==> src/cljbp_pkg.sv <==
package cljbp_pkg;

    localparam int DEF_LINE_CHARS = 31;
    localparam int DEF_TIME_BITS  = 32;
    localparam int NUM_BUTTONS    = 4;
    localparam int BTN_IDX_W      = $clog2(NUM_BUTTONS);
    localparam int FIELDS         = 2 + NUM_BUTTONS;
    localparam int FIELD_W        = $clog2(FIELDS + 1);
    localparam int ACC_W          = 17;
    localparam int AXIS_W         = 16;

    localparam logic [15:0]        HOLD_MS_RESET = 16'd50;
    localparam logic [ACC_W-1:0]   SAT_MAG       = ACC_W'(32768);
    localparam logic [ACC_W-1:0]   POS_MAX       = ACC_W'(32767);

    localparam logic [FIELD_W-1:0] FLD_X = FIELD_W'(0);
    localparam logic [FIELD_W-1:0] FLD_Y = FIELD_W'(1);
    localparam logic [FIELD_W-1:0] FLD_BTN0 = FIELD_W'(2);

    localparam logic OP_BYTE = 1'b0;
    localparam logic OP_TICK = 1'b1;

    localparam logic [7:0] CH_NUL   = 8'h00;
    localparam logic [7:0] CH_TAB   = 8'h09;
    localparam logic [7:0] CH_LF    = 8'h0A;
    localparam logic [7:0] CH_CR    = 8'h0D;
    localparam logic [7:0] CH_SPACE = 8'h20;
    localparam logic [7:0] CH_PLUS  = 8'h2B;
    localparam logic [7:0] CH_COMMA = 8'h2C;
    localparam logic [7:0] CH_MINUS = 8'h2D;
    localparam logic [7:0] CH_ZERO  = 8'h30;
    localparam logic [7:0] CH_NINE  = 8'h39;

    typedef struct packed {
        logic       opcode;
        logic [7:0] rx_byte;
    } cljbp_in_t;

    typedef struct packed {
        logic                     line_done;
        logic signed [AXIS_W-1:0] x_value;
        logic signed [AXIS_W-1:0] y_value;
        logic [NUM_BUTTONS-1:0]   held_mask;
        logic [NUM_BUTTONS-1:0]   pressed_mask;
        logic [NUM_BUTTONS-1:0]   released_mask;
    } cljbp_out_t;

    typedef struct packed {
        logic rx;
        logic eol;
    } cljbp_ctl_t;

    typedef struct packed {
        logic [AXIS_W-1:0]      x;
        logic [AXIS_W-1:0]      y;
        logic [1:0]             axis_ok;
        logic [NUM_BUTTONS-1:0] nonzero;
    } cljbp_line_t;

endpackage

==> src/csv_line_joystick_button_parser.sv <==
// Joystick line parser: takes received bytes and one-millisecond ticks and reads
// newline-terminated lines "x,y,b1,b2,b3,b4" one character per item. X and Y
// update on the newline when they parsed; a button that did not parse or read
// zero counts as held. Every item, tick or byte, gives exactly one result item
// with the axes and the held, pressed and released masks. One item is taken
// per clock cycle while out_stall does not hold the result; an item passes an input
// register and then a result register, and the parse and button update sit between
// those two registers. hold_ms is written through cfg_we and cfg_data; the user must
// do so only while the block is idle, as the block itself does not enforce this.
module csv_line_joystick_button_parser
    import cljbp_pkg::*;
#(
    parameter int LINE_CHARS = DEF_LINE_CHARS,
    parameter int TIME_BITS  = DEF_TIME_BITS
)
(
    input  logic        clk,
    input  logic        rst_n,
    input  logic        in_valid,
    output logic        in_stall,
    input  cljbp_in_t   in_data,
    output logic        out_valid,
    input  logic        out_stall,
    output cljbp_out_t  out_data,
    input  logic        cfg_we,
    input  logic [15:0] cfg_data
);

    logic                   in_vld_reg, in_vld_next;
    cljbp_in_t              in_data_reg;
    logic                   out_vld_reg, out_vld_next;
    cljbp_out_t             out_data_reg, out_data_next;
    logic [15:0]            hold_reg;
    logic [TIME_BITS-1:0]   time_reg, time_next;
    logic [TIME_BITS-1:0]   chg_reg [NUM_BUTTONS];
    logic [TIME_BITS-1:0]   chg_next [NUM_BUTTONS];
    logic [NUM_BUTTONS-1:0] now_reg, now_next;
    logic [NUM_BUTTONS-1:0] before_reg, before_next;
    logic [AXIS_W-1:0]      ax_reg, ax_next;
    logic [AXIS_W-1:0]      ay_reg, ay_next;

    logic                   adv;
    logic                   accept;
    cljbp_ctl_t             ctl;
    cljbp_line_t            line;
    logic [NUM_BUTTONS-1:0] changed;
    logic [NUM_BUTTONS-1:0] aged;

    assign adv      = in_vld_reg && (!out_vld_reg || !out_stall);
    assign in_stall = in_vld_reg && !adv;
    assign accept   = in_valid && !in_stall;

    assign ctl.eol = adv && (in_data_reg.opcode == OP_BYTE) && (in_data_reg.rx_byte == CH_LF);
    assign ctl.rx  = adv && (in_data_reg.opcode == OP_BYTE) && (in_data_reg.rx_byte != CH_LF);

    cljbp_parser #(
        .LINE_CHARS (LINE_CHARS)
    ) u_parser (
        .clk     (clk),
        .rst_n   (rst_n),
        .ctl     (ctl),
        .rx_byte (in_data_reg.rx_byte),
        .line    (line)
    );

    always_comb
    begin
        in_vld_next = in_vld_reg;
        if (accept)
        begin
            in_vld_next = 1'b1;
        end
        else if (adv)
        begin
            in_vld_next = 1'b0;
        end

        out_vld_next = out_vld_reg;
        if (adv)
        begin
            out_vld_next = 1'b1;
        end
        else if (!out_stall)
        begin
            out_vld_next = 1'b0;
        end
    end

    always_comb
    begin
        time_next   = time_reg;
        ax_next     = ax_reg;
        ay_next     = ay_reg;
        now_next    = now_reg;
        before_next = before_reg;
        chg_next    = chg_reg;
        changed     = '0;

        if (adv && (in_data_reg.opcode == OP_TICK))
        begin
            time_next = time_reg + TIME_BITS'(1);
        end

        if (ctl.eol)
        begin
            if (line.axis_ok[0])
            begin
                ax_next = line.x;
            end
            if (line.axis_ok[1])
            begin
                ay_next = line.y;
            end
            for (int i = 0; i < NUM_BUTTONS; i++)
            begin
                if (!line.nonzero[i] != now_reg[i])
                begin
                    changed[i]     = 1'b1;
                    before_next[i] = now_reg[i];
                    now_next[i]    = !line.nonzero[i];
                    chg_next[i]    = time_reg;
                end
            end
        end

        // a button that changed on this item has zero elapsed time
        for (int i = 0; i < NUM_BUTTONS; i++)
        begin
            aged[i] = !changed[i] && ((time_next - chg_reg[i]) > TIME_BITS'(hold_reg));
        end

        out_data_next.line_done     = ctl.eol;
        out_data_next.x_value       = ax_next;
        out_data_next.y_value       = ay_next;
        out_data_next.held_mask     = now_next;
        out_data_next.pressed_mask  = now_next & ~before_next & aged;
        out_data_next.released_mask = ~now_next & before_next;
    end

    always_ff @(posedge clk or negedge rst_n)
    begin
        if (!rst_n)
        begin
            in_vld_reg  <= 1'b0;
            out_vld_reg <= 1'b0;
            hold_reg    <= HOLD_MS_RESET;
            time_reg    <= '0;
            now_reg     <= '0;
            before_reg  <= '0;
            ax_reg      <= '0;
            ay_reg      <= '0;
            for (int i = 0; i < NUM_BUTTONS; i++)
            begin
                chg_reg[i] <= '0;
            end
        end
        else
        begin
            in_vld_reg  <= in_vld_next;
            out_vld_reg <= out_vld_next;
            if (cfg_we)
            begin
                hold_reg <= cfg_data;
            end
            time_reg   <= time_next;
            now_reg    <= now_next;
            before_reg <= before_next;
            ax_reg     <= ax_next;
            ay_reg     <= ay_next;
            chg_reg    <= chg_next;
        end
    end

    always_ff @(posedge clk)
    begin
        if (accept)
        begin
            in_data_reg <= in_data;
        end
        if (adv)
        begin
            out_data_reg <= out_data_next;
        end
    end

    assign out_valid = out_vld_reg;
    assign out_data  = out_data_reg;

endmodule

==> src/cljbp_parser.sv <==
module cljbp_parser
    import cljbp_pkg::*;
#(
    parameter int LINE_CHARS = DEF_LINE_CHARS
)
(
    input  logic        clk,
    input  logic        rst_n,
    input  cljbp_ctl_t  ctl,
    input  logic [7:0]  rx_byte,
    output cljbp_line_t line
);

    localparam int CNT_W = $clog2(LINE_CHARS + 1);

    typedef enum logic [3:0] {
        PH_SKIP   = 4'b0001,
        PH_SIGN   = 4'b0010,
        PH_DIGITS = 4'b0100,
        PH_STOP   = 4'b1000
    } cljbp_phase_t;

    cljbp_phase_t           phase_reg, phase_next;
    logic [CNT_W-1:0]       cnt_reg, cnt_next;
    logic [FIELD_W-1:0]     field_reg, field_next;
    logic [ACC_W-1:0]       acc_reg, acc_next;
    logic                   neg_reg, neg_next;
    logic [NUM_BUTTONS-1:0] raw_reg, raw_next;
    logic                   ended_reg, ended_next;
    logic [AXIS_W-1:0]      px_reg, px_next;
    logic [AXIS_W-1:0]      py_reg, py_next;
    logic [1:0]             pv_reg, pv_next;

    logic                   is_digit;
    logic                   is_space;
    logic                   last_field;
    logic [ACC_W+3:0]       prod;
    logic [AXIS_W-1:0]      cval;
    logic [FIELD_W-1:0]     bsel;
    logic                   commit;
    logic                   commit_eol;

    assign is_digit   = (rx_byte >= CH_ZERO) && (rx_byte <= CH_NINE);
    assign is_space   = (rx_byte == CH_SPACE) || ((rx_byte >= CH_TAB) && (rx_byte <= CH_CR));
    assign last_field = (field_reg == FIELD_W'(FIELDS - 1));
    assign prod       = (ACC_W + 4)'(acc_reg) * (ACC_W + 4)'(10)
                      + (ACC_W + 4)'(rx_byte - CH_ZERO);
    assign cval       = neg_reg ? AXIS_W'(ACC_W'(17'h10000) - acc_reg)
                      : ((acc_reg > POS_MAX) ? AXIS_W'(POS_MAX) : acc_reg[AXIS_W-1:0]);
    assign bsel       = field_reg - FLD_BTN0;
    assign commit_eol = !ended_reg && (phase_reg == PH_DIGITS);

    always_comb
    begin
        phase_next = phase_reg;
        cnt_next   = cnt_reg;
        field_next = field_reg;
        acc_next   = acc_reg;
        neg_next   = neg_reg;
        raw_next   = raw_reg;
        ended_next = ended_reg;
        px_next    = px_reg;
        py_next    = py_reg;
        pv_next    = pv_reg;
        commit     = 1'b0;

        if (ctl.eol)
        begin
            phase_next = PH_SKIP;
            cnt_next   = '0;
            field_next = '0;
            acc_next   = '0;
            neg_next   = 1'b0;
            raw_next   = '0;
            ended_next = 1'b0;
            pv_next    = '0;
        end
        else if (ctl.rx && (cnt_reg < CNT_W'(LINE_CHARS)))
        begin
            cnt_next = cnt_reg + CNT_W'(1);
            if (!ended_reg)
            begin
                if (rx_byte == CH_NUL)
                begin
                    ended_next = 1'b1;
                    phase_next = PH_STOP;
                    commit     = (phase_reg == PH_DIGITS);
                end
                else
                begin
                    unique case (phase_reg)
                        PH_SKIP:
                        begin
                            if (is_space)
                            begin
                                phase_next = PH_SKIP;
                            end
                            else if ((rx_byte == CH_PLUS) || (rx_byte == CH_MINUS))
                            begin
                                neg_next   = (rx_byte == CH_MINUS);
                                phase_next = PH_SIGN;
                            end
                            else if (is_digit)
                            begin
                                acc_next   = ACC_W'(rx_byte - CH_ZERO);
                                phase_next = PH_DIGITS;
                            end
                            else
                            begin
                                phase_next = PH_STOP;
                            end
                        end
                        PH_SIGN:
                        begin
                            if (is_digit)
                            begin
                                acc_next   = ACC_W'(rx_byte - CH_ZERO);
                                phase_next = PH_DIGITS;
                            end
                            else
                            begin
                                phase_next = PH_STOP;
                            end
                        end
                        PH_DIGITS:
                        begin
                            if (is_digit)
                            begin
                                acc_next = (prod > (ACC_W + 4)'(SAT_MAG)) ? SAT_MAG
                                         : prod[ACC_W-1:0];
                            end
                            else
                            begin
                                commit = 1'b1;
                                if (!last_field && (rx_byte == CH_COMMA))
                                begin
                                    phase_next = PH_SKIP;
                                    neg_next   = 1'b0;
                                    acc_next   = '0;
                                end
                                else
                                begin
                                    phase_next = PH_STOP;
                                end
                            end
                        end
                        default:
                        begin
                            phase_next = phase_reg;
                        end
                    endcase
                end
            end
        end

        if (commit)
        begin
            case (field_reg)
                FLD_X:
                begin
                    px_next    = cval;
                    pv_next[0] = 1'b1;
                end
                FLD_Y:
                begin
                    py_next    = cval;
                    pv_next[1] = 1'b1;
                end
                default:
                begin
                    if (acc_reg != '0)
                    begin
                        raw_next[bsel[BTN_IDX_W-1:0]] = 1'b1;
                    end
                end
            endcase
            field_next = field_reg + FIELD_W'(1);
        end
    end

    // fold in a number cut off by the newline
    always_comb
    begin
        line.x       = px_reg;
        line.y       = py_reg;
        line.axis_ok = pv_reg;
        line.nonzero = raw_reg;
        if (commit_eol)
        begin
            case (field_reg)
                FLD_X:
                begin
                    line.x          = cval;
                    line.axis_ok[0] = 1'b1;
                end
                FLD_Y:
                begin
                    line.y          = cval;
                    line.axis_ok[1] = 1'b1;
                end
                default:
                begin
                    if (acc_reg != '0)
                    begin
                        line.nonzero[bsel[BTN_IDX_W-1:0]] = 1'b1;
                    end
                end
            endcase
        end
    end

    always_ff @(posedge clk or negedge rst_n)
    begin
        if (!rst_n)
        begin
            phase_reg <= PH_SKIP;
            cnt_reg   <= '0;
            field_reg <= '0;
            acc_reg   <= '0;
            neg_reg   <= 1'b0;
            raw_reg   <= '0;
            ended_reg <= 1'b0;
            px_reg    <= '0;
            py_reg    <= '0;
            pv_reg    <= '0;
        end
        else
        begin
            phase_reg <= phase_next;
            cnt_reg   <= cnt_next;
            field_reg <= field_next;
            acc_reg   <= acc_next;
            neg_reg   <= neg_next;
            raw_reg   <= raw_next;
            ended_reg <= ended_next;
            px_reg    <= px_next;
            py_reg    <= py_next;
            pv_reg    <= pv_next;
        end
    end

endmodule

==> config.mk <==
export PLATFORM = sky130hd
export DESIGN_NAME = csv_line_joystick_button_parser
export DESIGN_NICKNAME = d
export VERILOG_FILES = /design/src/cljbp_pkg.sv /design/src/csv_line_joystick_button_parser.sv /design/src/cljbp_parser.sv
export SDC_FILE = /design/constraint.sdc
export NUM_CORES = 1
export LEC_CHECK = 0
export ABC_AREA = 0
export BUFFER_PORTS_ARGS = -buffer_cell sky130_fd_sc_hd__buf_2
export CAP_MARGIN = 20
export CORE_UTILIZATION = 55
export DETAILED_ROUTE_END_ITERATION = 10
export GPL_ROUTABILITY_DRIVEN = 0
export PLACE_DENSITY = 0.83
export SYNTH_ARGS = -nofsm -noshare
export SYNTH_HDL_FRONTEND = slang
export SYNTH_HIERARCHICAL = 1
export SYNTH_SLANG_ARGS = --single-unit
==> constraint.sdc <==
create_clock -name clk -period 7.33 [get_ports clk]
set_input_delay 0.3665 -clock clk [delete_from_list [all_inputs] [get_ports clk]]
set_output_delay 0.3665 -clock clk [all_outputs]
set_load 0.02 [all_outputs]
==> metrics.txt <==
# rows=78; synthesized cell area=25260 µm²; P per Cell Area=255.4 nW/µm²; max reg flops=128; max_cap viols=0; CTS tree=yes; crit-path leading delay family=compound AO/OA/AOI/OAI gates; Worst Path Max Fanout=8; IO Port Bufs=76; I/O pin count=77; vias=22370; die width=216.3 µm; final clock skew=0.02415 ns; Crit-path slowest cell=nor4_1; pin count of the biggest net entering global routing=109; die area=46790 µm²; DRC Markers=1; fmax=0.1533 GHz; clock sink count=341; Fin Setup TNS=0 ns; DP HPWL=51.07 mm; Setup crit end kind=flip-flop; area of the multi-input gates=15210 µm²; CP Launch Type=flip-flop; Routed WL per cell=19.48 µm; Core ar.=45380 µm²; slowest stage delay, CP=0.82 ns; cell mode on critical path=ha_1; CTS Buffer Depth=3; CTS resizes=0; CTS HTree Levels=2; violated checks=DRC; Async SR Flop Fraction=0.8416; vias in the first global route=22230; die height=216.3 µm; HP Class=in -> reg; WP data arrival=7.01 ns; count of pins over their slew limit=0; Final min period=6.523 ns; hold slack=0.01341 ns; Post-Synthesis Cells=2831; WP buf/inv=1; P&R area growth vs syn=9.243%; worst path cell trace=ha_1, ha_1, a21o_1, a21oi_1, o21bai_1, a211oi_1, o31ai_1, o41ai_1, xnor2_1, ha_1, inv_1, a2111oi_0, o21bai_1, o311ai_0, a21bo_2, nor4_1, nand4_4, o31ai_2; required time of the worst setup path=7.81 ns; setup repair after global routing missed its margin=no; Worst Tran Pin Value=0.9966 ns; CTS Root Buffer Type=clkbuf_16; all-layer global routing usage=0.2913; Seq. cell area=8808 µm²; antenna cells=0; Pre-Repair DR Iteration Count=9; Routed Antenna Nets=0; NumNets Final=3160; first-pass GRT wire length=111.3 mm; initial antenna violation count=1; Yosys cell types=96; max_slew headroom=0.3305; register area share after synthesis=0.3487; Final Hold Fails=0; starting density of the core=0.5566; clk slew on worst S/H paths=0.06 ns; GRT Residual Overflow=0; post-CTS setup buffer count=0; Routed WL=68.27 mm; EDFF count, synth=54; peak supply drop=0.0002117 V; CTS Buf Count=39; most frequent cells in the layout=dfrtp_1 (283), nand2_1 (278), ha_1 (249); Layout fillers=3660; final setup vio count=0; Hold-fix buffers, CTS=12; critical setup path kind=reg -> reg; Avg Inst Size Synth=8.922 µm²; Initial DRC Count=2451; Leakage=13.33 nW; Clock Latency Late Sink=0.57 ns; Warnings, synthesis=6; Syn Nets=3116; vias per cell=6.383; commonest non-fill, non-tap cell in the layout=dfrtp_1; ratio of cells with drive above 1 in the final layout=0.1174; final worst path period share=0.8899; number of synthesized register bits=341; status=finished with violations; Top FF cell, synth=dfrtp_1
==> layout make-up <==
type | instances | area share
inverter | 217 | 0.02952
clock inverter | 21 | 0.009749
sequential | 341 | 0.3192
clock buffer | 50 | 0.03904
tap | 600 | 0.02721
multi-input combinational | 2169 | 0.5512
timing repair buffer | 107 | 0.02408
==> where the power goes <==
group	total, mW	switching [mW]	internal [mW]	leakage, nW
clock network	2.06	0.804	1.25	0.664
logic	2.91	1.67	1.25	8.36
registers	2.08	0.0785	2.00	4.31
total	7.05	2.55	4.50	13.3
==> Yosys cell counts (all sizes together) (66+ instances only) <==
master | instances | area share
o21ai | 221 | 0.044
a21oi | 221 | 0.044
nor2 | 214 | 0.032
nand3 | 67 | 0.013
nand2 | 278 | 0.041
dfrtp | 283 | 0.28
a21o | 67 | 0.020
mux2 | 133 | 0.059
clkbuf | 80 | 0.012
inv | 217 | 0.032
xnor2 | 108 | 0.037
nand4 | 66 | 0.018
ha | 249 | 0.12
==> path summary, 6_finish.rpt <==
check	startpoint	to	slack, ns	cells past startpoint
setup / recovery	u_parser/acc_reg[4]$_DFFE_PN0P_	u_parser/acc_reg[8]$_DFFE_PN0P_	0.81	18
hold / removal	cfg_data[3]	hold_reg[3]$_DFFE_PN0P_	0.01	3
setup reg to reg	u_parser/acc_reg[4]$_DFFE_PN0P_	u_parser/acc_reg[8]$_DFFE_PN0P_	0.81	18
hold reg to reg	in_vld_reg$_DFFE_PN0P_	out_valid$_DFFE_PN0P_	0.48	1
max in group asynchronous	rst_n	chg_reg[89]$_DFFE_PN0P_	5.35	3
min in group asynchronous	rst_n	ax_reg[11]$_DFF_PN0_	0.44	2
==> kinds of logic (layout without fill, tap and decap cells) <==
logic type	after synthesis	in the layout	share of synthesized area
AO/OA/AOI/OAI	773	773	0.1937
flip-flops	341	341	0.3487
multiplexers	150	150	0.06603
AND/OR/NAND/NOR	831	831	0.1582
XOR/XNOR	160	160	0.05578
buffers and inverters	321	395	0.04944
adder cells (fa/ha/maj)	255	255	0.1281
==> metal layers <==
metal	vias up	wire (µm)	track usage
met2	1072	32290	0.4868
met1	10710	27870	0.3696
met4	0	3066	0.1411
li1	10340	-	-
met5	-	0	0
met3	253	5038	0.04281
==> worst min-delay path, delay by kind of cell <==
family	cells	cell delay (ns)
AO/OA/AOI/OAI	1	0.06
buffers and inverters	1	0.08
AND/OR/NAND/NOR	1	0.04
==> metrics by stage <==
step                power (mW)  setup WS, ns  std cells  utilization  cell area [µm²]
finish                   7.048        0.8072       3505       0.6081            27590
floorplan                4.223         1.958       2831            -            25260
CTS                      6.998         1.026       3503       0.6075            27570
global placement         4.771         1.267       3420       0.5752            26100
detailed placement       4.918        0.9978       3420       0.5752            26100
global route             7.422        0.4384       3505       0.6081            27590
No activity file was read; power rests on OpenSTA's default activity.
